### src/hw/rtl/srd_pkg.sv
// shared types, constants and the crc helper of the sensor response deframer
package srd_pkg;

   // response types carried in the mode field
   typedef enum logic [1:0] {
      MODE_SERIAL = 2'd0,
      MODE_READY  = 2'd1,
      MODE_MEAS   = 2'd2,
      MODE_NONE   = 2'd3
   } mode_type;

   // crc-8 settings
   localparam logic [7:0] CrcInit = 8'hFF;
   localparam logic [7:0] CrcPoly = 8'h31;

   // last word index of a multi-word frame and word positions
   localparam logic [1:0] LastWordMulti = 2'd2;
   localparam logic [1:0] WordCo2       = 2'd0;
   localparam logic [1:0] WordTemp      = 2'd1;

   // ready flag mask
   localparam logic [15:0] ReadyMask = 16'h07FF;

   // scaling: q = round(span * w / 65535), offset applied to temperature
   localparam logic [14:0] TempSpan   = 15'd17500;
   localparam logic [13:0] HumSpan    = 14'd10000;
   localparam logic [15:0] ScaleDiv   = 16'hFFFF;
   localparam logic [14:0] ScaleHalf  = 15'd32767;
   localparam logic [15:0] TempOffset = 16'd4500;

   localparam int TempProdW = 31;
   localparam int HumProdW  = 30;

   // queue between front and back
   localparam int QueueDepth = 2;
   localparam int QueuePtrW  = (QueueDepth > 1) ? $clog2(QueueDepth) : 1;
   localparam int QueueCntW  = $clog2(QueueDepth + 1);

   // one completed word on its way to the back end
   typedef struct packed {
      logic [15:0] word;
      logic [1:0]  index;
      logic        crc_ok;
      logic        last;
      logic        frame_ok;
      mode_type    mode;
      logic [15:0] co2_word;
      logic [15:0] temp_word;
   } item_type;

   // one crc-8 byte update, msb first
   function automatic logic [7:0] crc8_byte(input logic [7:0] crc, input logic [7:0] b);
      logic [7:0] c;
      c = crc ^ b;
      for (int k = 0; k < 8; k++) begin
         if (c[7]) begin
            c = {c[6:0], 1'b0} ^ CrcPoly;
         end else begin
            c = {c[6:0], 1'b0};
         end
      end
      return c;
   endfunction

endpackage

### src/hw/rtl/sensor_response_deframer_top.sv
// top level of the sensor response deframer
//
// channel   direction  ports                       content
// req       in         req_tvalid/tready/tdata/    tdata: rx_byte; tuser: frame_start, mode
//                      tuser
// rsp       out        rsp_tvalid/tready/tdata/    tdata: word, index, checks, decoded
//                      tlast                       values; tlast: last word of frame
//
// one byte is taken every cycle while the word queue has room; every third byte of a
// frame yields one result, which passes through the queue, the product stage and the
// result register. the crc is updated per data byte, eight steps each.
// reset is synchronous and leaves the block idle, waiting for a frame start.
// a stalled result port fills the two-stage back end, then the queue, then
// holds off the request port.
module sensor_response_deframer_top (
   input  logic        clock,
   input  logic        reset,
   input  logic        req_tvalid,
   output logic        req_tready,
   input  logic [7:0]  req_tdata,   // rx_byte[7:0]
   input  logic [2:0]  req_tuser,   // frame_start[0], mode[2:1]
   output logic        rsp_tvalid,
   input  logic        rsp_tready,
   output logic [71:0] rsp_tdata,   // word_value[15:0], word_index[17:16], crc_ok[18],
                                    // frame_ok[19], data_ready[20], co2_ppm[36:21],
                                    // temperature_centi_c[51:37],
                                    // humidity_centi_pct[65:52], zeros[71:66]
   output logic        rsp_tlast    // last_word
);
   import srd_pkg::*;

   logic     push;
   item_type push_item;
   logic     push_ready;
   logic     pop;
   logic     pop_valid;
   item_type pop_item;

   // byte framing and crc
   srd_front u_front (
      .clock       (clock),
      .reset       (reset),
      .req_tvalid  (req_tvalid),
      .req_tready  (req_tready),
      .req_tdata   (req_tdata),
      .req_tuser   (req_tuser),
      .queue_ready (push_ready),
      .push        (push),
      .push_item   (push_item)
   );

   // completed words
   srd_queue u_queue (
      .clock      (clock),
      .reset      (reset),
      .push       (push),
      .push_item  (push_item),
      .push_ready (push_ready),
      .pop        (pop),
      .pop_valid  (pop_valid),
      .pop_item   (pop_item)
   );

   // scaling and result register
   srd_back u_back (
      .clock      (clock),
      .reset      (reset),
      .pop_valid  (pop_valid),
      .pop_item   (pop_item),
      .pop        (pop),
      .rsp_tvalid (rsp_tvalid),
      .rsp_tready (rsp_tready),
      .rsp_tdata  (rsp_tdata),
      .rsp_tlast  (rsp_tlast)
   );

endmodule

### src/hw/rtl/srd_front.sv
// front end: byte framing, crc check and word classification
module srd_front (
   input  logic              clock,
   input  logic              reset,
   input  logic              req_tvalid,
   output logic              req_tready,
   input  logic [7:0]        req_tdata,   // rx_byte
   input  logic [2:0]        req_tuser,   // frame_start, mode[1:0]
   input  logic              queue_ready,
   output logic              push,
   output srd_pkg::item_type push_item
);
   import srd_pkg::*;

   typedef enum logic [1:0] {
      PH_HIGH  = 2'd0,
      PH_LOW   = 2'd1,
      PH_CHECK = 2'd2
   } phase_type;

   phase_type   phase_ff, phase_in;
   logic [1:0]  count_ff, count_in;
   logic        active_ff, active_in;
   mode_type    mode_ff, mode_in;
   logic [15:0] pend_ff, pend_in;
   logic [7:0]  crc_ff, crc_in;
   logic        good_ff, good_in;
   logic [15:0] co2_ff, co2_in;
   logic [15:0] temp_ff, temp_in;

   logic        accept;
   logic        start;
   mode_type    req_mode;
   phase_type   phase_e;
   logic [1:0]  count_e;
   logic        active_e;
   mode_type    mode_e;
   logic        good_e;
   logic        ok;
   logic        last;

   assign req_tready = queue_ready;
   assign accept     = req_tvalid & queue_ready;
   assign start      = req_tuser[0];
   assign req_mode   = mode_type'(req_tuser[2:1]);

   // next-state logic for one accepted byte
   always_comb begin
      phase_in  = phase_ff;
      count_in  = count_ff;
      active_in = active_ff;
      mode_in   = mode_ff;
      pend_in   = pend_ff;
      crc_in    = crc_ff;
      good_in   = good_ff;
      co2_in    = co2_ff;
      temp_in   = temp_ff;
      push      = 1'b0;

      // frame start restarts the frame with this byte
      phase_e  = start ? PH_HIGH : phase_ff;
      count_e  = start ? 2'd0 : count_ff;
      good_e   = start ? 1'b1 : good_ff;
      mode_e   = start ? req_mode : mode_ff;
      active_e = start ? (req_mode != MODE_NONE) : active_ff;

      ok   = (crc_ff == req_tdata);
      last = (mode_e == MODE_READY) || (count_e >= LastWordMulti);

      push_item.word      = pend_ff;
      push_item.index     = count_e;
      push_item.crc_ok    = ok;
      push_item.last      = last;
      push_item.frame_ok  = good_e & ok;
      push_item.mode      = mode_e;
      push_item.co2_word  = co2_ff;
      push_item.temp_word = temp_ff;

      if (accept) begin
         phase_in  = phase_e;
         count_in  = count_e;
         good_in   = good_e;
         mode_in   = mode_e;
         active_in = active_e;
         if (active_e) begin
            unique case (phase_e)
               PH_HIGH: begin
                  pend_in  = {req_tdata, pend_ff[7:0]};
                  crc_in   = crc8_byte(CrcInit, req_tdata);
                  phase_in = PH_LOW;
               end
               PH_LOW: begin
                  pend_in  = {pend_ff[15:8], req_tdata};
                  crc_in   = crc8_byte(crc_ff, req_tdata);
                  phase_in = PH_CHECK;
               end
               PH_CHECK: begin
                  push     = 1'b1;
                  phase_in = PH_HIGH;
                  good_in  = good_e & ok;
                  if (mode_e == MODE_MEAS && count_e == WordCo2) begin
                     co2_in = pend_ff;
                  end
                  if (mode_e == MODE_MEAS && count_e == WordTemp) begin
                     temp_in = pend_ff;
                  end
                  if (last) begin
                     active_in = 1'b0;
                     count_in  = 2'd0;
                  end else begin
                     count_in = count_e + 2'd1;
                  end
               end
               default: begin
                  phase_in = PH_HIGH;
               end
            endcase
         end
      end
   end

   // framing state
   always_ff @(posedge clock) begin
      if (reset) begin
         phase_ff  <= PH_HIGH;
         count_ff  <= 2'd0;
         active_ff <= 1'b0;
         mode_ff   <= MODE_SERIAL;
         pend_ff   <= '0;
         crc_ff    <= CrcInit;
         good_ff   <= 1'b1;
         co2_ff    <= '0;
         temp_ff   <= '0;
      end else begin
         phase_ff  <= phase_in;
         count_ff  <= count_in;
         active_ff <= active_in;
         mode_ff   <= mode_in;
         pend_ff   <= pend_in;
         crc_ff    <= crc_in;
         good_ff   <= good_in;
         co2_ff    <= co2_in;
         temp_ff   <= temp_in;
      end
   end

endmodule

### src/hw/rtl/srd_queue.sv
// short word queue between front and back end
module srd_queue (
   input  logic              clock,
   input  logic              reset,
   input  logic              push,
   input  srd_pkg::item_type push_item,
   output logic              push_ready,
   input  logic              pop,
   output logic              pop_valid,
   output srd_pkg::item_type pop_item
);
   import srd_pkg::*;

   item_type               mem_ff [QueueDepth];
   logic [QueuePtrW-1:0]   wr_ptr_ff, wr_ptr_in;
   logic [QueuePtrW-1:0]   rd_ptr_ff, rd_ptr_in;
   logic [QueueCntW-1:0]   count_ff, count_in;
   logic                   do_push;
   logic                   do_pop;

   assign push_ready = (count_ff != QueueCntW'(QueueDepth));
   assign pop_valid  = (count_ff != '0);
   assign pop_item   = mem_ff[rd_ptr_ff];
   assign do_push    = push & push_ready;
   assign do_pop     = pop & pop_valid;

   // pointer and fill count update
   always_comb begin
      wr_ptr_in = wr_ptr_ff;
      rd_ptr_in = rd_ptr_ff;
      count_in  = count_ff;
      if (do_push) begin
         wr_ptr_in = (wr_ptr_ff == QueuePtrW'(QueueDepth - 1)) ? '0 : wr_ptr_ff + 1'b1;
      end
      if (do_pop) begin
         rd_ptr_in = (rd_ptr_ff == QueuePtrW'(QueueDepth - 1)) ? '0 : rd_ptr_ff + 1'b1;
      end
      if (do_push && !do_pop) begin
         count_in = count_ff + 1'b1;
      end else if (do_pop && !do_push) begin
         count_in = count_ff - 1'b1;
      end
   end

   // entry storage
   always_ff @(posedge clock) begin
      if (do_push) begin
         mem_ff[wr_ptr_ff] <= push_item;
      end
   end

   // control state
   always_ff @(posedge clock) begin
      if (reset) begin
         wr_ptr_ff <= '0;
         rd_ptr_ff <= '0;
         count_ff  <= '0;
      end else begin
         wr_ptr_ff <= wr_ptr_in;
         rd_ptr_ff <= rd_ptr_in;
         count_ff  <= count_in;
      end
   end

endmodule

### src/hw/rtl/srd_back.sv
// back end: scaling of measurement words and the result register
module srd_back (
   input  logic              clock,
   input  logic              reset,
   input  logic              pop_valid,
   input  srd_pkg::item_type pop_item,
   output logic              pop,
   output logic              rsp_tvalid,
   input  logic              rsp_tready,
   output logic [71:0]       rsp_tdata,  // word_value[15:0], word_index[17:16], crc_ok[18],
                                         // frame_ok[19], data_ready[20], co2_ppm[36:21],
                                         // temperature_centi_c[51:37],
                                         // humidity_centi_pct[65:52], zeros[71:66]
   output logic              rsp_tlast   // last_word
);
   import srd_pkg::*;

   // stage one: products
   logic                 s1_valid_ff, s1_valid_in;
   item_type             s1_item_ff, s1_item_in;
   logic [TempProdW-1:0] temp_prod_ff, temp_prod_in;
   logic [HumProdW-1:0]  hum_prod_ff, hum_prod_in;

   // stage two: result register
   logic                 out_valid_ff, out_valid_in;
   logic [71:0]          out_data_ff, out_data_in;
   logic                 out_last_ff, out_last_in;

   logic                 out_take;
   logic                 s1_take;

   logic [TempProdW-1:0] temp_sum;
   logic [HumProdW-1:0]  hum_sum;
   logic [14:0]          temp_q0;
   logic [13:0]          hum_q0;
   logic [16:0]          temp_rem;
   logic [16:0]          hum_rem;
   logic [14:0]          temp_q;
   logic [13:0]          hum_q;
   logic [15:0]          temp_signed;
   logic                 is_meas_last;
   logic                 is_ready_last;
   logic [15:0]          co2_out;
   logic [14:0]          temp_out;
   logic [13:0]          hum_out;
   logic                 ready_out;

   assign out_take = !out_valid_ff | rsp_tready;
   assign s1_take  = !s1_valid_ff | out_take;
   assign pop      = pop_valid & s1_take;

   assign rsp_tvalid = out_valid_ff;
   assign rsp_tdata  = out_data_ff;
   assign rsp_tlast  = out_last_ff;

   // stage one: constant multiplies
   always_comb begin
      s1_valid_in  = s1_valid_ff;
      s1_item_in   = s1_item_ff;
      temp_prod_in = temp_prod_ff;
      hum_prod_in  = hum_prod_ff;
      if (s1_take) begin
         s1_valid_in  = pop_valid;
         s1_item_in   = pop_item;
         temp_prod_in = TempProdW'(TempSpan) * TempProdW'(pop_item.temp_word);
         hum_prod_in  = HumProdW'(HumSpan) * HumProdW'(pop_item.word);
      end
   end

   // stage two: divide by 65535 with rounding, one correction step
   always_comb begin
      temp_sum = temp_prod_ff + TempProdW'(ScaleHalf);
      hum_sum  = hum_prod_ff + HumProdW'(ScaleHalf);
      temp_q0  = temp_sum[TempProdW-1:16];
      hum_q0   = hum_sum[HumProdW-1:16];
      temp_rem = {1'b0, temp_sum[15:0]} + 17'(temp_q0);
      hum_rem  = {1'b0, hum_sum[15:0]} + 17'(hum_q0);
      temp_q   = (temp_rem >= 17'(ScaleDiv)) ? temp_q0 + 15'd1 : temp_q0;
      hum_q    = (hum_rem >= 17'(ScaleDiv)) ? hum_q0 + 14'd1 : hum_q0;
      temp_signed = {1'b0, temp_q} - TempOffset;

      is_meas_last  = s1_item_ff.last && (s1_item_ff.mode == MODE_MEAS);
      is_ready_last = s1_item_ff.last && (s1_item_ff.mode == MODE_READY);
      ready_out     = is_ready_last && ((s1_item_ff.word & ReadyMask) != '0);
      co2_out       = is_meas_last ? s1_item_ff.co2_word : '0;
      temp_out      = is_meas_last ? temp_signed[14:0] : '0;
      hum_out       = is_meas_last ? hum_q : '0;

      out_valid_in = out_valid_ff;
      out_data_in  = out_data_ff;
      out_last_in  = out_last_ff;
      if (out_take) begin
         out_valid_in = s1_valid_ff;
         out_data_in  = {6'd0, hum_out, temp_out, co2_out, ready_out,
                         s1_item_ff.frame_ok, s1_item_ff.crc_ok,
                         s1_item_ff.index, s1_item_ff.word};
         out_last_in  = s1_item_ff.last;
      end
   end

   // pipeline registers
   always_ff @(posedge clock) begin
      if (reset) begin
         s1_valid_ff  <= 1'b0;
         out_valid_ff <= 1'b0;
      end else begin
         s1_valid_ff  <= s1_valid_in;
         out_valid_ff <= out_valid_in;
      end
      s1_item_ff   <= s1_item_in;
      temp_prod_ff <= temp_prod_in;
      hum_prod_ff  <= hum_prod_in;
      out_data_ff  <= out_data_in;
      out_last_ff  <= out_last_in;
   end

endmodule
### config.mk
export PLATFORM = sky130hd
export DESIGN_NAME = sensor_response_deframer_top
export DESIGN_NICKNAME = d
export VERILOG_FILES = /design/src/hw/rtl/srd_pkg.sv /design/src/hw/rtl/sensor_response_deframer_top.sv /design/src/hw/rtl/srd_front.sv /design/src/hw/rtl/srd_queue.sv /design/src/hw/rtl/srd_back.sv
export SDC_FILE = /design/constraint.sdc
export NUM_CORES = 1
export LEC_CHECK = 0
export ABC_AREA = 1
export CAP_MARGIN = 5
export CORE_MARGIN = 2
export CORE_UTILIZATION = 55
export CTS_BUF_LIST = sky130_fd_sc_hd__clkbuf_8
export DETAILED_ROUTE_END_ITERATION = 16
export DONT_BUFFER_PORTS = 1
export PLACE_DENSITY = 0.8
export SYNTH_ARGS = -nofsm -noshare
export SYNTH_HDL_FRONTEND = slang
export SYNTH_SLANG_ARGS = --single-unit
### constraint.sdc
create_clock -name clock -period 11.4 [get_ports clock]
set_input_delay 1.14 -clock clock [delete_from_list [all_inputs] [get_ports clock]]
set_output_delay 1.14 -clock clock [all_outputs]
set_load 0.05 [all_outputs]
# ---- Yosys cells after proc, flatten, opt, wreduce, memory -nomap -nowiden
# Memory sizes are Yosys's and may differ from the RTL's. A register that Yosys moved wholly into a read port is not among the register bits.
# Cells that the tools add are included.
dict set report word_totals {
  register_bits 231
  ramBits 110
  input_bits 15
  word_cells 193
  memories 1
}
dict set report classes {
  n_addsub 12
  n_mul 2
  n_lt_le_gt_ge 3
  n_eq_ne 10
  muxes 88
  bitwise 27
  n_reduce_logical 23
}
# name depth word_bits rd rd_ports_with_merged_regs wr line
set mem_list {}
lappend mem_list {u_queue.mem_ff 2 55 1 1 1 srd_queue.sv:14} ;# item_type mem_ff [QueueDepth];
# op count
set op_table {}
lappend op_table {{$mux 8} 42}
lappend op_table {{$mux 6} 16}
lappend op_table {{$not 3->3} 16}
lappend op_table {{$ge 17x16->1 const B} 2}
lappend op_table {{$pmux 16 s2} 1}
lappend op_table {{$add 31x15->31 const B} 1}
lappend op_table {{$add 30x15->30 const B} 1}
lappend op_table {{$mul 13x16->29 const A} 1}
lappend op_table {{$mul 10x16->26 const A} 1}
lappend op_table {{$mux 2} 9}
lappend op_table {{$add 16x14->17} 1}
lappend op_table {{$add 16x15->17} 1}
lappend op_table {{$mux 1} 16}
lappend op_table {{$pmux 8 s2} 1}
lappend op_table {{$reduce_and 4->1} 4}
lappend op_table {{$reduce_bool 16->1} 1}
lappend op_table {{$add 15x1->15 const B} 1}
lappend op_table {{$mux 15} 1}
lappend op_table {{$sub 15x13->15 const B} 1}
lappend op_table {{$add 14x1->14 const B} 1}
lappend op_table {{$mux 14} 1}
lappend op_table {{$eq 2x1->1 const B} 4}
lappend op_table {{$eq 8x8->1} 1}
lappend op_table {{$not 8->8} 1}
lappend op_table {{17 further kinds} 40}

# ---- Depth between registers and ports, before layout
# Gate-level depths: netlist of the first run.
dict set report depth {
  word_depth 39
  depth_mapped 37
  ltp_nobuf 36
}

# ---- Modules after synthesis
# Synthesis of the first run repeated with hierarchy kept, for this count alone.
dict set report unflattened {
  hier_cells 2270
  area_unflattened_um2 22456.5
}
# module instances cells_each area_per_inst_um2
set by_module_without_submodules {}
lappend by_module_without_submodules {srd_back 1 1638 14806.7}
lappend by_module_without_submodules {srd_queue 1 208 4460.5}
lappend by_module_without_submodules {srd_front 1 424 3189.3}

# ---- Worst setup path before layout of the first run
# OpenSTA, ideal clock, no wires.
dict set report synth_timing {
  path_kind {register -> register}
  start {register (tool-made name)}
  end {register u_back.hum_prod_ff[28], data pin}
  arrival_ps 5637
  required_time_ps 11138
  setup_slack_ps 5501
  stages_incl_launch_ff 28
  cell_sequence {dfxtp_1 -> buf_1 -> clkbuf_1 -> mux2_2 -> fa_1 -> ha_1 -> inv_1 -> fa_1 -> inv_1 -> ha_1 -> inv_1 -> fa_1 -> inv_1 -> ha_1 -> a21oi_1 -> o21ai_0 -> a21boi_0 -> o21ai_0 -> a21boi_0 -> nor2_1 -> o22ai_1 -> inv_1 -> a21oi_1 -> o21bai_1 -> nand2_1 -> nand2_1 -> a21oi_1 -> xor2_1}
}
# element line
set synth_rtl {}
lappend synth_rtl {{to (signal assigned)} srd_back.sv:112} ;# hum_prod_ff <= hum_prod_in;
lappend synth_rtl {{to (decl)} srd_back.sv:22} ;# logic [HumProdW-1:0] hum_prod_ff, hum_prod_in;

==> run summary, run 1 <==
For the maximum operating frequency, the log shows 155 MHz. Dividing the detail-routed wire length by the instance count gives 15.9 um. The run gives 4960 ps as the worst-case register-to-register setup slack. The count of routing violations after the opening detailed-route iteration is 993. Measured in cells, the most critical reg-to-reg path has a length of 33. 0 antenna diodes ended up in the layout. The worst hold path was traced through 0 stages.

Number of DRC violations after detailed routing: 0. The total setup violations reported at the end of the flow is 0. The tree is rooted in a clkbuf_8. Cell area after synthesis: 21900 um2. The post-CTS setup repair buffer count came out at 0.

The pre-antenna-repair detailed-routing pass consisted of 5 iterations. The worst register-to-register path ends at u_back.temp_prod_ff[28]. After detailed routing, the number of vias per cell comes to 5.32. Data required time of the worst path: 11810 ps. Sorting the synthesized cells by how often they occur yields inv_1, nand2_1, edfxtp_1. The worst setup path is of the flip-flop to flip-flop kind. By instance count, the leading cell after synthesis is inv_1.

Synthesis instantiated 62 different standard cells from the library. In this run the most critical hold path is launched from u_back.s1_item_ff[53]. The number of antenna violations at the first check in global routing was 1. Hold-critical path endpoint: u_back.rsp_tdata[14]. For the maximum clock skew at final layout, the log shows 48.0 ps. In this run the worst hold path is classified as flip-flop to flip-flop. The final layout contains 2620 nets.

Of all cell types, the one taking the most synthesized area is edfxtp_1. Yosys printed 0 warnings. The logs give 338 for the number of clock sinks and 73 for the number of rows created at floorplan. The most frequent cell on the critical path was inv_1. For the CTS buffer count, the log shows 54. Of the available clock period, the critical path in the final layout requires 56.5%. Total overflow reported by the global router: 0. The highest fanout seen on the critical path is 76.

The longest individual stage delay on the worst path was 610 ps; the utilization after layout was 59.8%. The gate count after technology mapping was 2294. Entering global routing, the biggest net connects 77 pins. The post-detailed-placement half-perimeter wirelength was 35400 um. Compared with the post-synthesis result, the final layout area differs by 7.87%.

The maximum buffer depth of the clock tree was 3. Measured along the x axis, the die boundary spans 204 um. The total wire length after detailed routing was 46100 um. After routing, the total negative slack on setup checks comes to 0 ps. In the synthesized netlist the dominant register cell turns out to be edfxtp_1. The number of pins exceeding their max-slew limit in the final report was 0; the number of hold violations in the final report was 0. The flow ran to the end, and the final reports show no timing, DRC or antenna violations. A synthesized cell averages 9.56 um2.

Initial core utilization: 55.5%. Fill cells in the final layout number 3191. TritonCTS built the clock tree.

Area fraction of the dominant cell type after synthesis: 36.6%. The routed layout has 15400 vias. The number of enable flip-flop cells after synthesis was 267; the post-synthesis sequential element count was 338. Of the cells placed in the final design, the portion with a size suffix greater than 1 is 8.66%.

The arrival time reported for the critical path endpoint was 6840 ps. The first global-routing pass estimated 76500 um of wire. The logs give 90 for the I/O pin count and 43.0% for the proportion of synthesized chip area in sequential cells.

The die covers 41500 um2. The register clock-pin slew on the reported worst setup and hold paths was 60 ps. The die outline height is 204 um. The clock reaches the later pin of the worst-skew pair after 660 ps. During placement, the flow inserted port buffers numbering 0. The slew at the pin closest to its max-slew limit works out to 908 ps.

The worst setup path is launched from a flip-flop. The tool flagged a number of max-cap violations equal to 0. Via count of the first global-routing pass: 15500. The post-CTS resize count is 0. The number of nets with antenna violations after routing was 0; the last weighted congestion value of the routability-driven placer was 0.972.

For this design, the slowest cell found on the critical path is buf_4. Global routing consumed, over all layers together, 23.1% of the routing resources. The worst setup path is captured at a flip-flop.

Fraction of registers with async set/reset: 0%. Counting I/O delays and the setup requirement, the final critical path takes 6440 ps. The core region is 39500 um2. After synthesis, the cell types taking the most area are edfxtp_1, ha_1, inv_1. The tools report the relative slew slack as 38.8%. The number of hold buffers added after CTS was 0. Setup repair after global routing left no endpoint under its margin. The depth of the CTS H-tree is 2.
worst max path at each step:
| stage | to | start | cells past startpoint | slack [ps] |
|---|---|---|---|---|
| 5_1_grt | u_back.temp_prod_ff[30] | flip-flop | 34 | 4420 |
| 3_3_place_gp | u_back.temp_prod_ff[28] | flip-flop | 33 | 5150 |
| 3_5_place_dp | u_back.temp_prod_ff[28] | flip-flop | 33 | 4920 |
| 4_1_cts | u_back.temp_prod_ff[28] | flip-flop | 33 | 4930 |
| 6_report | u_back.temp_prod_ff[28] | flip-flop | 33 | 4960 |
| 2_1_floorplan | u_back.hum_prod_ff[28] | flip-flop | 27 | 5500 |
through the flow:
| step | area, um2 | cells | hold WS (ps) | setup WS (ps) |
|---|---|---|---|---|
| floorplan | 22000 | 2299 | 400 | 5500 |
| finish | 23700 | 2893 | 421 | 4960 |
| detailed placement | 22500 | 2791 | 405 | 4920 |
| CTS | 23700 | 2893 | 418 | 4930 |
| global route | 23700 | 2893 | 434 | 4420 |
| global placement | 22500 | 2791 | 401 | 5150 |
worst max-delay path: cells and delay by family (launching register included):
kind	cells	cell delay, ps
fa+ha+maj	6	2290
compound gates	10	1690
buf+inv	8	1100
simple gates	8	620
flops	1	310
xor+xnor	1	150
cells by family after synthesis:
family	share of synthesized area [%]
and+or+nand+nor	14.4
adders and majority gates	18.9
buffers and inverters	8.65
other	0.0171
xor gates and xnor gates	5.69
AOI/OAI and AO/OA	7.54
muxes	1.79
DFF	43.0
sequential cells by signal, indices dropped and copies added (netlist names), named ones only:
| signal | count |
|---|---|
| u_front.crc_ff | 8 |
| u_back.hum_prod_ff | 22 |
| u_back.s1_valid_ff | 1 |
| u_back.s1_item_ff | 39 |
| u_queue.wr_ptr_ff | 1 |
| u_back.rsp_tlast | 1 |
| u_queue.mem_ff | 110 |
| u_front.co2_ff | 16 |
| u_front.good_ff | 1 |
| u_front.mode_ff | 2 |
| u_back.rsp_tdata | 66 |
| u_queue.count_ff | 2 |
| u_back.rsp_tvalid | 1 |
| u_front.temp_ff | 16 |
| u_front.pend_ff | 16 |
| u_queue.rd_ptr_ff | 1 |
| u_front.active_ff | 1 |
| u_front.phase_ff | 2 |
| u_front.count_ff | 2 |
| u_back.temp_prod_ff | 29 |
area by class of cell:
cell class,instances,area (um2),share of cell area [%]
clock buffers,67,922,3.90
clock inverters,35,236,1.00
inverters,452,1700,7.18
multi-input cells,1469,10700,45.0
flip-flops and latches,338,9440,39.9
well taps,525,657,2.78
repair buffers,7,52.6,0.222
layer usage:
| layer | track usage (%) | up-vias | part of all wire, % |
|---|---|---|---|
| met5 | 0 | - | 0.028 |
| met4 | 7.53 | 2 | 2.8 |
| met2 | 37.8 | 482 | 46 |
| met1 | 30.3 | 7214 | 44 |
| met3 | 5.43 | 99 | 7.3 |
| li1 | - | 7604 | - |
cell usage in the layout, fill, tap and decap left out, types with 4 or more instances in the layout:
cell type | Yosys | layout
nor4_1 | 8 | 8
clkinv_2 | 1 | 5
xnor2_1 | 43 | 43
nor2_2 | 14 | 15
fa_1 | 80 | 80
edfxtp_1 | 267 | 267
ha_1 | 203 | 203
nor2_1 | 169 | 166
a21oi_1 | 141 | 141
nor2_4 | 3 | 5
inv_1 | 438 | 460
dfxtp_1 | 71 | 70
nand2_2 | 25 | 25
inv_2 | 12 | 12
nand3_1 | 113 | 112
clkbuf_8 | 0 | 67
nor3_2 | 5 | 5
nand4_1 | 18 | 18
a211oi_1 | 4 | 4
nand3_2 | 4 | 4
mux2_2 | 34 | 34
nor3_1 | 30 | 30
a31oi_1 | 8 | 8
buf_4 | 7 | 7
xor2_1 | 94 | 94
conb_1 | 1 | 6
nand3b_1 | 6 | 6
o22ai_1 | 4 | 4
nand2_1 | 294 | 293
o21bai_1 | 7 | 7
o21ai_0 | 112 | 112
o21ai_1 | 5 | 5
Power of run 1 is not shown: default switching activity piles up to over one toggle a cycle in this logic, so the estimate is an artifact.
==> run 2: changes to the inputs <==
--- a/config.mk
+++ b/config.mk
@@ -12,7 +12,7 @@
 export CTS_BUF_LIST = sky130_fd_sc_hd__clkbuf_8
 export DETAILED_ROUTE_END_ITERATION = 16
 export DONT_BUFFER_PORTS = 1
-export PLACE_DENSITY = 0.8
+export PLACE_DENSITY = 0.83
 export SYNTH_ARGS = -nofsm -noshare
 export SYNTH_HDL_FRONTEND = slang
 export SYNTH_SLANG_ARGS = --single-unit
==> constraint.sdc (replaced) <==
create_clock -name clock -period 5.6 [get_ports clock]
set_input_delay 0.56 -clock clock [delete_from_list [all_inputs] [get_ports clock]]
set_output_delay 0.56 -clock clock [all_outputs]
set_load 0.05 [all_outputs]
==> run 2 against run 1 <==
- sequential share of layout area is 1.5 points lower
- worst hold slack worse by 380 ps
- critical path depth is 2 lower
- via count is 4.5% higher
- clock skew is 8.5 ps higher
- design area is 3.8% higher
- highest routed layer is now met4
==> run summary, run 2 (synthesis gave the netlist of run 1 again) <==
TritonCTS built the clock tree. The finished cells cover 24600 um2. Clock tree synthesis selected as its root buffer the cell clkbuf_8. Of the cells placed in the final design, the portion with a size suffix greater than 1 is 13.7%. The insertion delay to the later sink of the worst-skew pair is 660 ps, and the met3 track demand over resource in global routing is 4.71%. The commonest non-fill, non-tap cell in the layout is inv_1.

The H-tree generated during clock tree synthesis spans 2 levels. The tools report the maximum buffer depth of the clock tree as 3. Summed over all layers, the global routing overflow is 0. The busiest layer in global routing was met2. The top cell types in the final layout, fill and taps aside, are inv_1, nand2_1, edfxtp_1, ha_1, nor2_1.

The critical path's slowest cell is fa_1. The start-to-end type of the worst setup path was flip-flop to flip-flop. Count of routing violations after the opening detailed-route iteration: 1357.

The run gives 76800 um as the first-pass GRT wire length. The run gives 2699 as the final net count. Summing all multi-input logic gate instances after layout gives 10900 um2. The run gives 16100 as the detailed-route via count. The total die area is 41500 um2, and the post-detailed-route wirelength per cell is 16.9 um. The kind of launch point of the worst setup path was a flip-flop.

The synthesis-to-finish area growth is 12.0%, and the number of hold violations in the final report is 0. The flow ran to the end, and the final reports show no timing, DRC or antenna violations. Number of antenna violations at the first check in global routing: 0. For the final database, setup skew stands at 56.5 ps. Measured along the y axis, the die boundary spans 204 um. Clock-pin slew was measured on the worst setup and hold paths at 70 ps.

The number of pins exceeding their max-slew limit in the final report is 0, and the average vias per placed instance is 5.41. The floorplan die width is 204 um. The slew at the pin closest to its max-slew limit is 1100 ps, and the global-route met1 utilization is 29.9%. The type of the worst min-delay path was input port to flip-flop. The via count of the first global-routing pass is 15800, and the count of input and output buffers is 0. Data on the critical path arrives at its endpoint at 5960 ps. Detailed placement finished with a half-perimeter wire length of 35600 um. The total area of sequential cells was 9440 um2. In the finished design, the share of the clock period the worst path needs comes to 99.3%. The logs give 0.922 for the last weighted congestion value of the routability-driven placer and 0 for the total setup violations reported at the end of the flow.

For the number of DRC violations after detailed routing, the log shows 0. For this run, global-route usage on met2 was measured as 38.8%. Once detail routing completed, the nets flagged for antenna violations numbered 0. The number of maximum-capacitance constraint violations is 0.

The core outline area is 39500 um2, and the pin count of the biggest net entering global routing is 84. The initial core utilization was 55.5%; the CTS buffer count was 54. The global-route usage over all layers was 23.0%; the I/O pin count was 90. u_queue.mem_ff holds more flip-flops than any other register.

Of all nets on the critical path, the largest fanout is 7. Measured against its own limit, the worst slew margin works out to 26.7%. The worst setup path is captured at a flip-flop.

The data required time of the worst path was 6000 ps. The tools report the placed cell area as 23000 um2. The number of antenna diodes in the final layout is 0. Fill cells in the final layout number 2898. The register with the most flip-flops in the layout has 110 of them. Based on the critical path, the design can be clocked at up to 180 MHz. The clock drives 338 sinks.

The first detailed-routing pass ran for 6 iterations. The worst hold path startpoint was reset. The routed design has 50300 um of wire. Counting I/O delays and the setup requirement, the final critical path takes 5560 ps. Row generation in the floorplan step produced 73 rows. For this run, the slowest stage of the critical path takes 530 ps.
-- run 2: cell types whose count changed in the layout (fill, tap and decap cells not counted), moves of 8 or more --
cell / change
o21ai_2: +11
buf_4: +71
o21ai_0: -17
ha_1: -9
ha_4: +8
nand2_1: -8
a21oi_1: -9
nand2_2: +8
a21oi_2: +9
-- run 2: metrics by stage --
| stage | setup slack (ps) | util (%) | hold slack (ps) | setup TNS [ps] | cells |
|---|---|---|---|---|---|
| floorplan | 27.6 | - | 400 | 0 | 2299 |
| global placement | 117 | 58.1 | 402 | 0 | 2853 |
| detailed placement | -91.6 | 58.1 | 405 | -224 | 2853 |
| CTS | 5.73 | 60.9 | 15.7 | 0 | 2955 |
| global route | -225 | 62.1 | 17.9 | -1300 | 2971 |
| finish | 38.9 | 62.1 | 40.2 | 0 | 2971 |
-- run 2: path summary, 6_finish.rpt --
check / endpoint / slack (ps) / cells after the start
worst max-delay path: u_back.temp_prod_ff[29] / 40 / 31
worst min-delay path: u_front.crc_ff[4] / 40 / 2
worst max register to register: u_back.temp_prod_ff[29] / 40 / 31
worst min register to register: u_back.rsp_tdata[15] / 420 / 0
-- run 2: layer usage --
layer,vias up,wire length [um]
met5,-,0
met4,0,1450
met3,108,3400
met2,619,24400
met1,7615,21100
li1,7745,-
-- run 2: cell type report --
| class | count | area share (%) |
|---|---|---|
| multi-input cells | 1469 | 44.5 |
| flip-flops and latches | 338 | 38.4 |
| inverters | 452 | 6.91 |
| clock buffers | 67 | 3.75 |
| repair buffers | 86 | 2.87 |
| well taps | 525 | 2.67 |
| clock inverters | 34 | 0.820 |
-- run 2: timing repair --
action	in CTS	in global routing
hold buffers	1	0
setup endpoints to repair	5	15
pin swaps	0	21
resized for setup	1	88
setup buffers	0	16
hold endpoints to repair	12	0
gates cloned	0	1
-- run 2: worst max-delay path, delay by kind of cell, from the launching register on --
family | cells | cell delay (ps)
flops | 1 | 390
simple gates | 11 | 1080
compound gates | 7 | 1060
fa+ha+maj | 6 | 2220
xor+xnor | 1 | 80
buf+inv | 6 | 470
Power of run 2 is left out for the same reason.
==> run 3: changes to the inputs <==
--- a/config.mk
+++ b/config.mk
@@ -5,7 +5,6 @@
 export SDC_FILE = /design/constraint.sdc
 export NUM_CORES = 1
 export LEC_CHECK = 0
-export ABC_AREA = 1
 export CAP_MARGIN = 5
 export CORE_MARGIN = 2
 export CORE_UTILIZATION = 55
==> run 3 against run 2 <==
- the flow now finishes with violations (setup timing)
- sequential share of layout area is 4.0 points lower
- design area is 12% higher
- area after synthesis is 1.4% lower
- wire length is 27% higher
- non-clock buffer count is 296 higher
- via count is 5.9% higher
- clock skew is 9.6 ps lower
- first-iteration DRC count is 0.22% higher
- critical path type unchanged
==> run summary, run 3 <==
The net count of the finished layout is 2637. The most instantiated library cell after synthesis was inv_1. The logs give 156 MHz for the maximum operating frequency and 75 for the pin count of the biggest net entering global routing. TritonCTS built the clock tree. Across every metal layer, demand over resource in global routing totals 28.6%. Cells fill 70.8% of the core in the end. In this run the standard cell core region covers 38700 um2. Setup violations remaining at the end of the flow were counted as 31.

The mean cell area of the mapped netlist works out to 11.1 um2. The dominant combinational cell family by area after synthesis is adder cells. The total wire length after detailed routing was 64100 um; the first-pass GRT wire length was 91900 um. The logs give -11670 ps for the total negative slack and 0 for the number of hold violations in the final report. In the layout the commonest cells are buf_4, edfxtp_1, inv_1, ha_1, nor2_1. Sequential cells were found to cover 43.7% of the synthesized design area.

The detailed-route via count was 17000. Across the VDD grid, the largest voltage drop is 668 uV. The worst setup path is captured at a flip-flop. The cell type group with the largest total delay on the critical path was simple AND/OR/NAND/NOR gates. The flow ran to the end, but the final reports show violations.

The die covers 40900 um2. The post-detailed-route wirelength per cell was 22.1 um; the number of DRC violations after detailed routing was 0. After clock tree synthesis, the clock-pin slew on the worst setup and hold paths is 70 ps. The first TritonRoute pass finished after 6 iterations.

In this design, the critical path's most frequently occurring cell is o211ai_1. The clock arrives with 46.9 ps of skew. The last weighted congestion value of the routability-driven placer came out at 0.946. The checks that failed: setup timing. The initialized floorplan defines 72 standard-cell rows. The tightest min-delay check is of the input port to flip-flop type. Of the total synthesized cell area, the portion taken by AND, OR, NAND and NOR gates is 10.4%. In this run the worst path has a maximum fanout of 4. The critical path is of the flip-flop to flip-flop type.

By area the synthesized netlist is led by edfxtp_1, ha_1, fa_1. The maximum buffer depth of the clock tree is 3, and the number of clock sinks is 338. For the worst setup path, the data arrival time is 6780 ps. After layout, the minimum clock period comes to 6400 ps. The ratio of cells with drive above 1 in the final layout is 29.8%, and the number of buffers and inverters on the critical path is 3. For the count of cell types in the netlist, the log shows 84.

The post-synthesis compound-gate area fraction came out at 8.73%. In the synthesized netlist the dominant register cell turns out to be edfxtp_1. The area fraction of the dominant cell type after synthesis is 37.1%, and the antenna diode instance count is 0. Setup repair after global routing could not meet its margin everywhere.

The detailed router finished its first iteration with 1360 violations. The xor and xnor fraction of the mapped netlist area is 6.48%. Across the run, the number of max-cap violations was 0. For the via count of the first global-routing pass, the log shows 17500.

In the synthesized netlist the async set-or-reset flop fraction comes to 0%. The synthesized design contains 267 enable-type register cells. The power density over cell area was 685 nW/um2; the worst hold slack across all endpoints was 38.0 ps. The CTS buffer count is 51. The root buffer cell chosen for the clock tree is clkbuf_8. The number of antenna violations at the first check in global routing is 1. Proportion of synthesized area in mux cells: 5.57%. The detail route stage leaves a number of antenna-violating nets equal to 0. The synthesis-to-finish area growth is 26.9%. Post-detailed-placement half-perimeter wirelength: 38000 um.

In this run, synthesis produced a sequential element count of 338. In this run the tool buffered the top-level ports with 0 buffer cells. The flip-flop count of the largest register, all copies and words added came out at 110.

The run gives 0 as the Yosys warning count. The commonest non-fill, non-tap cell in the layout was buf_4. The insertion delay to the later sink of the worst-skew pair was 670 ps; the worst setup slack after placement was -987 ps. The worst pin sits at a relative slew slack of 19.4%.

The mapped netlist covers 21600 um2. Cell accounting for the most synthesized area: edfxtp_1. For the worst setup path, the data required time is 5980 ps. The register with the most flip-flops in the final layout is u_queue.mem_ff. The worst path uses 114% of the clock period.

For this design the static power due to leakage is 12.6 nW. For this run the aggregate overflow at the end of global routing stands at 0. In this run the count of I/O pins placed on the die edge is 90. Counting instances in the post-synthesis netlist gives the leading cell types as inv_1, edfxtp_1, ha_1. The gate count after technology mapping was 1950. For this run, the slowest stage of the critical path takes 460 ps. The slowest stage of the critical path is the or4_4 cell.

The run gives -798 ps as the setup slack after layout. For this configuration, the core starts out at a cell density of 55.8%. STA classifies the critical path startpoint as a flip-flop. The number of pins exceeding their max-slew limit in the final report was 0. The slew at the pin closest to its max-slew limit was 1200 ps. Of the total synthesized cell area, the portion taken by full adders, half adders and majority gates is 19.2%. Measured along the x axis, the die boundary spans 202 um. Measured along the y axis, the die boundary spans 202 um. The average vias per placed instance was 5.88; the depth of the CTS H-tree was 2.
-- run 3: per-layer routing --
| layer | vias up | track usage [%] | routed length [um] | share of wire (%) |
|---|---|---|---|---|
| li1 | 7562 | - | - | - |
| met1 | 8302 | 34.4 | 24400 | 38 |
| met2 | 866 | 49.0 | 31200 | 49 |
| met3 | 301 | 5.00 | 4340 | 6.8 |
| met4 | 0 | 15.1 | 4140 | 6.5 |
| met5 | - | 0 | 0 | 0 |
-- run 3: worst paths after layout --
| kind | cells past startpoint | slack, ps | endpoint | start |
|---|---|---|---|---|
| min reg2reg | 0 | 410 | u_back.rsp_tdata[11] | u_back.s1_item_ff[50] |
| min | 1 | 40 | u_front.crc_ff[3] | reset |
| max | 29 | -800 | u_back.rsp_tdata[49] | u_back.temp_prod_ff[2] |
| max reg2reg | 29 | -800 | u_back.rsp_tdata[49] | u_back.temp_prod_ff[2] |
-- run 3: kinds of logic (layout without fill, tap and decap cells) --
group	count (synthesis)	in the layout
DFF	338	338
xor gates and xnor gates	160	160
buffers and inverters	332	756
adders and majority gates	284	284
AOI/OAI and AO/OA	263	263
and+or+nand+nor	457	457
muxes	115	115
other	1	6
-- run 3: final cells by class --
| class | count | area, um2 |
|---|---|---|
| Multi-Input combinational cell | 1285 | 12200 |
| Clock inverter | 35 | 246 |
| Clock buffer | 58 | 798 |
| Inverter | 281 | 1060 |
| Timing Repair Buffer | 382 | 3020 |
| Sequential cell | 338 | 9440 |
| Tap cell | 518 | 648 |
| Fill cell | 2387 | 11300 |
-- run 3: power by group --
group	total, mW	internal [mW]	switching [mW]
clock	2.12	1.09	1.03
combinational	12.5	5.97	6.57
sequential	4.14	3.40	0.735
total	18.8	10.5	8.33
-- run 3: worst register-to-register path, delay by kind of cell, from the launching register on --
family	cells	cell delay, ps
compound gates	10	2080
fa+ha+maj	3	570
flops	1	430
simple gates	11	2380
buf+inv	3	320
xor+xnor	2	350
-- run 3: repair_timing --
item,CTS,global route
endpoints found under the setup margin,29,41
hold endpoints to repair,64,0
hold buffers,2,0
buffers inserted,65,34
resized for setup,96,128
pin swaps,83,89
cloned,1,0
-- run 3: through the flow --
| step | total power [mW] | area (um2) | cells |
|---|---|---|---|
| 6_report | 18.8 | 27400 | 2897 |
| 5_1_grt | 19.7 | 27400 | 2897 |
| 4_1_cts | 16.4 | 26700 | 2881 |
| 3_5_place_dp | 13.0 | 24600 | 2721 |
| 3_3_place_gp | 12.6 | 24600 | 2721 |
| 2_1_floorplan | 9.71 | 21900 | 1955 |
Power figures use the tool's default switching activity.
